==> config.mk <==
export PLATFORM = sky130hd
export DESIGN_NAME = crpn_ram
export DESIGN_NICKNAME = d
export VERILOG_FILES = /design/src/rtl/core/crpn_ram.sv
export SDC_FILE = /design/constraint.sdc
export NUM_CORES = 1
export LEC_CHECK = 0
export BUFFER_PORTS_ARGS = -buffer_cell sky130_fd_sc_hd__buf_2
export CORE_MARGIN = 10
export CORE_UTILIZATION = 30
export DETAILED_ROUTE_END_ITERATION = 8
export GPL_ROUTABILITY_DRIVEN = 0
export GPL_TIMING_DRIVEN = 0
export HOLD_SLACK_MARGIN = 0.02
export PLACE_DENSITY_LB_ADDON = 0.25
export SETUP_SLACK_MARGIN = 0.02
export SYNTH_ARGS = -nofsm -noshare
export SYNTH_HDL_FRONTEND = slang
export SYNTH_SLANG_ARGS = --single-unit
==> constraint.sdc <==
create_clock -name clk -period 8.7 [get_ports clk]
set_input_delay 0.435 -clock clk [delete_from_list [all_inputs] [get_ports clk]]
set_output_delay 0.435 -clock clk [all_outputs]
set_load 0.005 [all_outputs]
==> src/rtl/core/crpn_ram.sv <==
// generic single-write, single-read ram with registered read data
// no dependencies
module crpn_ram #(
  parameter int WIDTH = 64,
  parameter int DEPTH = 16
) (
  input  logic                     clk,
  input  logic                     we,
  input  logic [$clog2(DEPTH)-1:0] waddr,
  input  logic [WIDTH-1:0]         wdata,
  input  logic [$clog2(DEPTH)-1:0] raddr,
  output logic [WIDTH-1:0]         rdata
);

  logic [WIDTH-1:0] mem [DEPTH];

  always_ff @(posedge clk) begin
    if (we) begin
      mem[waddr] <= wdata;
    end
    rdata <= mem[raddr];
  end

endmodule

==> summary.md <==
| Metric | Value |
|---|---|
| F_max | `451.7 MHz` |
| Most used DFF post-synth | `edfxtp_1` |
| Largest net degree at the start of global routing | `23` |
| Synth Cell Area | `39580 um2` |
| GRT met3 Usage | `0.03190` |
| Root cell of the clock tree | `clkbuf_16` |
| Setup violators final | `0` |
| CP Capture Type | `register` |
| Period utilisation layout | `0.2545` |
| WL/cell | `~26 um` |
| Placed cells | `3609` |
| Layout area overhead | `19.78%` |
| Setup CP Type | `in2reg` |
| Htree depth | `3` |
| Final WL | `99090 um` |
| Arr. time, crit path | `2.59 ns` |
| Slowest cell on the critical path | `nor3_2` |
| Antenna violation net count after detailed routing | `0` |
| Post_cts resized | `0` |
| DRC | `0` |
| Worst Path Required | `9.08 ns` |
| Die X-Extent | `383.2 um` |
| Commonest cells in the netlist | `1024 x edfxtp_1, 256 x mux4_2, 128 x a22oi_1` |
| Synthesized instance count | `approximately 1600` |
| Synth cell types | `18` |
| Initial antenna violation count | `24` |
| Initial core utilization | `0.3015` |
| Power after layout | `11.21 mW` |
| CTS Buf Count | `115` |
| Instance area at placement | `43720 um2` |
| Detailed Place HPWL | `around 64000 um` |
| CP startpoint kind | `primary input` |
| Post-synth EDFFs | `1024` |
| Largest fanout on the critical path | `9` |
| TritonCTS clock tree | `built` |
| Core area | `131300 um2` |
| Worst slew pin tran | `1.311 ns` |
| Syn Area/Cell | `24.03 um2` |
| Max Root-Sink Buffers | `3` |
| Die footprint | `146900 um2` |
| Slew margin rel. | `0.1226` |
| Synth Register Bits | `1088` |
| Crit path buf inv count | `5` |
| Post-synth top area share | `0.7769` |
| Met1 usage | `0.1701` |
| DIE HEIGHT | `about 380 um` |
| Synth warn | `0` |
| VDD IR max | `0.1682 mV` |
| Setup_tns | `0 ns` |
| IO buf count | `between 100 and 150` |
| Setup WS pre-CTS | `5.731 ns` |
| PD cells | `236.4 nW/um2` |
| # nets final | `2045` |
| 1st-pass router iterations | `5` |
| Outcome | `completed` |
| Yosys top cell by area | `edfxtp_1` |
| Vias in the first global route | `19870` |
| Leakage power | `15.08 nW` |
| Final hold vios | `0` |
| FFs w/ async S/R, synth | `0` |
| Final Cell Area | `47410 um2` |
| I/O Pins | `138` |
| Max Cap Violations | `0` |
| Fraction of layout cells with a size suffix above 1 | `0.3258` |
| Count leader, synth | `edfxtp_1` |
| First-pass GRT wire length | `approximately 140000 um` |
| RSZ-0062 raised after global routing | `no` |
| GRT Max-Usage Layer | `met2` |
| Grt ovf | `0` |
| GR Layer Usage met2 | `0.2265` |
| 1st-iter DRT viols | `1503` |
| Cells along the critical path | `buf_2, or3b_2, nor3_2, buf_6, buf_6, buf_6, buf_6` |
| Largest stage delay, worst path | `0.64 ns` |
| Vias | `18260` |
| Clk Latency, worst-skew pair | `0.69 ns` |
| Seq/Total Area, Yosys | `0.8092` |
| Routed vias/inst | `4.768` |
| Family with the most delay on the worst path | `simple AND/OR/NAND/NOR gates` |
| Final Non-Filler Cells | `~3800` |
| Ranking of synthesized cells by area | `edfxtp_1 78%, mux4_2 15%, dfxtp_1 3.2%` |
| Clock slew at reported path FFs | `0.06 ns` |
| Post-CTS Setup Inserts | `0` |
| Most common cell on crit path | `buf_6` |
| Slew Viols, Final | `0` |
| Hold Crit Class | `in2reg` |
| Clock Skew | `around 0.022 ns` |
| GRT Total Usage | `0.1332` |
| Sink Count | `1088` |
| Setup ws final | `6.486 ns` |
| CTS hold repair buffers | `0` |
| Syn nets | `around 1700` |
| Min Clock Period, post-route | `2.214 ns` |
| Row cnt | `133` |
[where the power goes]
part,internal (mW),switching [mW]
clock network,2.78,1.99
registers,5.86,0.0304
logic,0.223,0.331
total,8.86,2.35
[per-layer routing]
layer	vias to the layer above	wire length, um
li1	7725	-
met1	9851	40570
met2	511	49710
met3	150	6673
met4	24	2003
met5	-	139
[worst paths after layout]
check        depth (start not counted)  slack (ns)                    end             startpoint
max                                  7        6.49   mem[0][41]$_DFFE_PP_               waddr[2]
min                                  1        0.12  mem[15][12]$_DFFE_PP_              wdata[12]
max reg2reg                          3        7.20       rdata[0]$_DFF_P_    mem[3][0]$_DFFE_PP_
min reg2reg                          3        0.67      rdata[41]$_DFF_P_  mem[12][41]$_DFFE_PP_
[registers in the layout (all words and copies together) (netlist names)]
signal / flops
mem: 1024
rdata: 64
[metrics by stage]
stage	util	hold WS, ns
after detailed placement	0.3330	0.6611
after floorplan	-	0.5339
final	0.3611	0.1163
after CTS	0.3610	0.07042
after global routing	0.3610	0.09938
after global placement	0.3233	0.6633
[area by class of cell]
type | instances | area [um2]
sequential | 1088 | 32030
fill | 11950 | 83890
buffer | 84 | 451.7
clock inverter | 57 | 505.5
clock buffer | 158 | 3172
timing repair buffer | 207 | 1832
antenna | 6 | 15.01
multi-input combinational | 475 | 7209
tap | 1755 | 2196
[layout by cell type, fill, tap and decap left out]
master / netlist / routed
a22oi_1: 128 / 128
and2_1: 1 / 1
buf_1: 16 / 16
buf_12: 0 / 31
buf_16: 0 / 5
buf_2: 13 / 148
buf_4: 6 / 9
buf_6: 13 / 45
buf_8: 0 / 1
bufinv_16: 0 / 8
clkbuf_1: 36 / 68
clkbuf_16: 0 / 117
clkbuf_8: 0 / 9
clkinv_1: 0 / 21
clkinv_2: 0 / 19
clkinv_8: 0 / 2
clkinvlp_4: 0 / 2
dfxtp_1: 64 / 64
diode_2: 0 / 6
edfxtp_1: 1024 / 1024
inv_6: 0 / 5
mux4_2: 256 / 256
nand2_1: 65 / 65
nand2b_1: 2 / 2
nand3_1: 1 / 1
nand3b_1: 2 / 2
nor2_1: 13 / 1
nor2_4: 0 / 12
nor2b_1: 2 / 2
nor3_2: 0 / 4
or3b_2: 1 / 1
[kinds of logic (layout without fill, tap and decap cells)]
group	after synthesis	count (layout)	share of synthesized area
DFF	1088	1088	0.8092
muxes	256	256	0.1457
AOI/OAI and AO/OA	128	128	0.02428
and+or+nand+nor	91	91	0.009420
buffers and inverters	84	506	0.01141
other	0	6	0
Power figures use the tool's default switching activity.
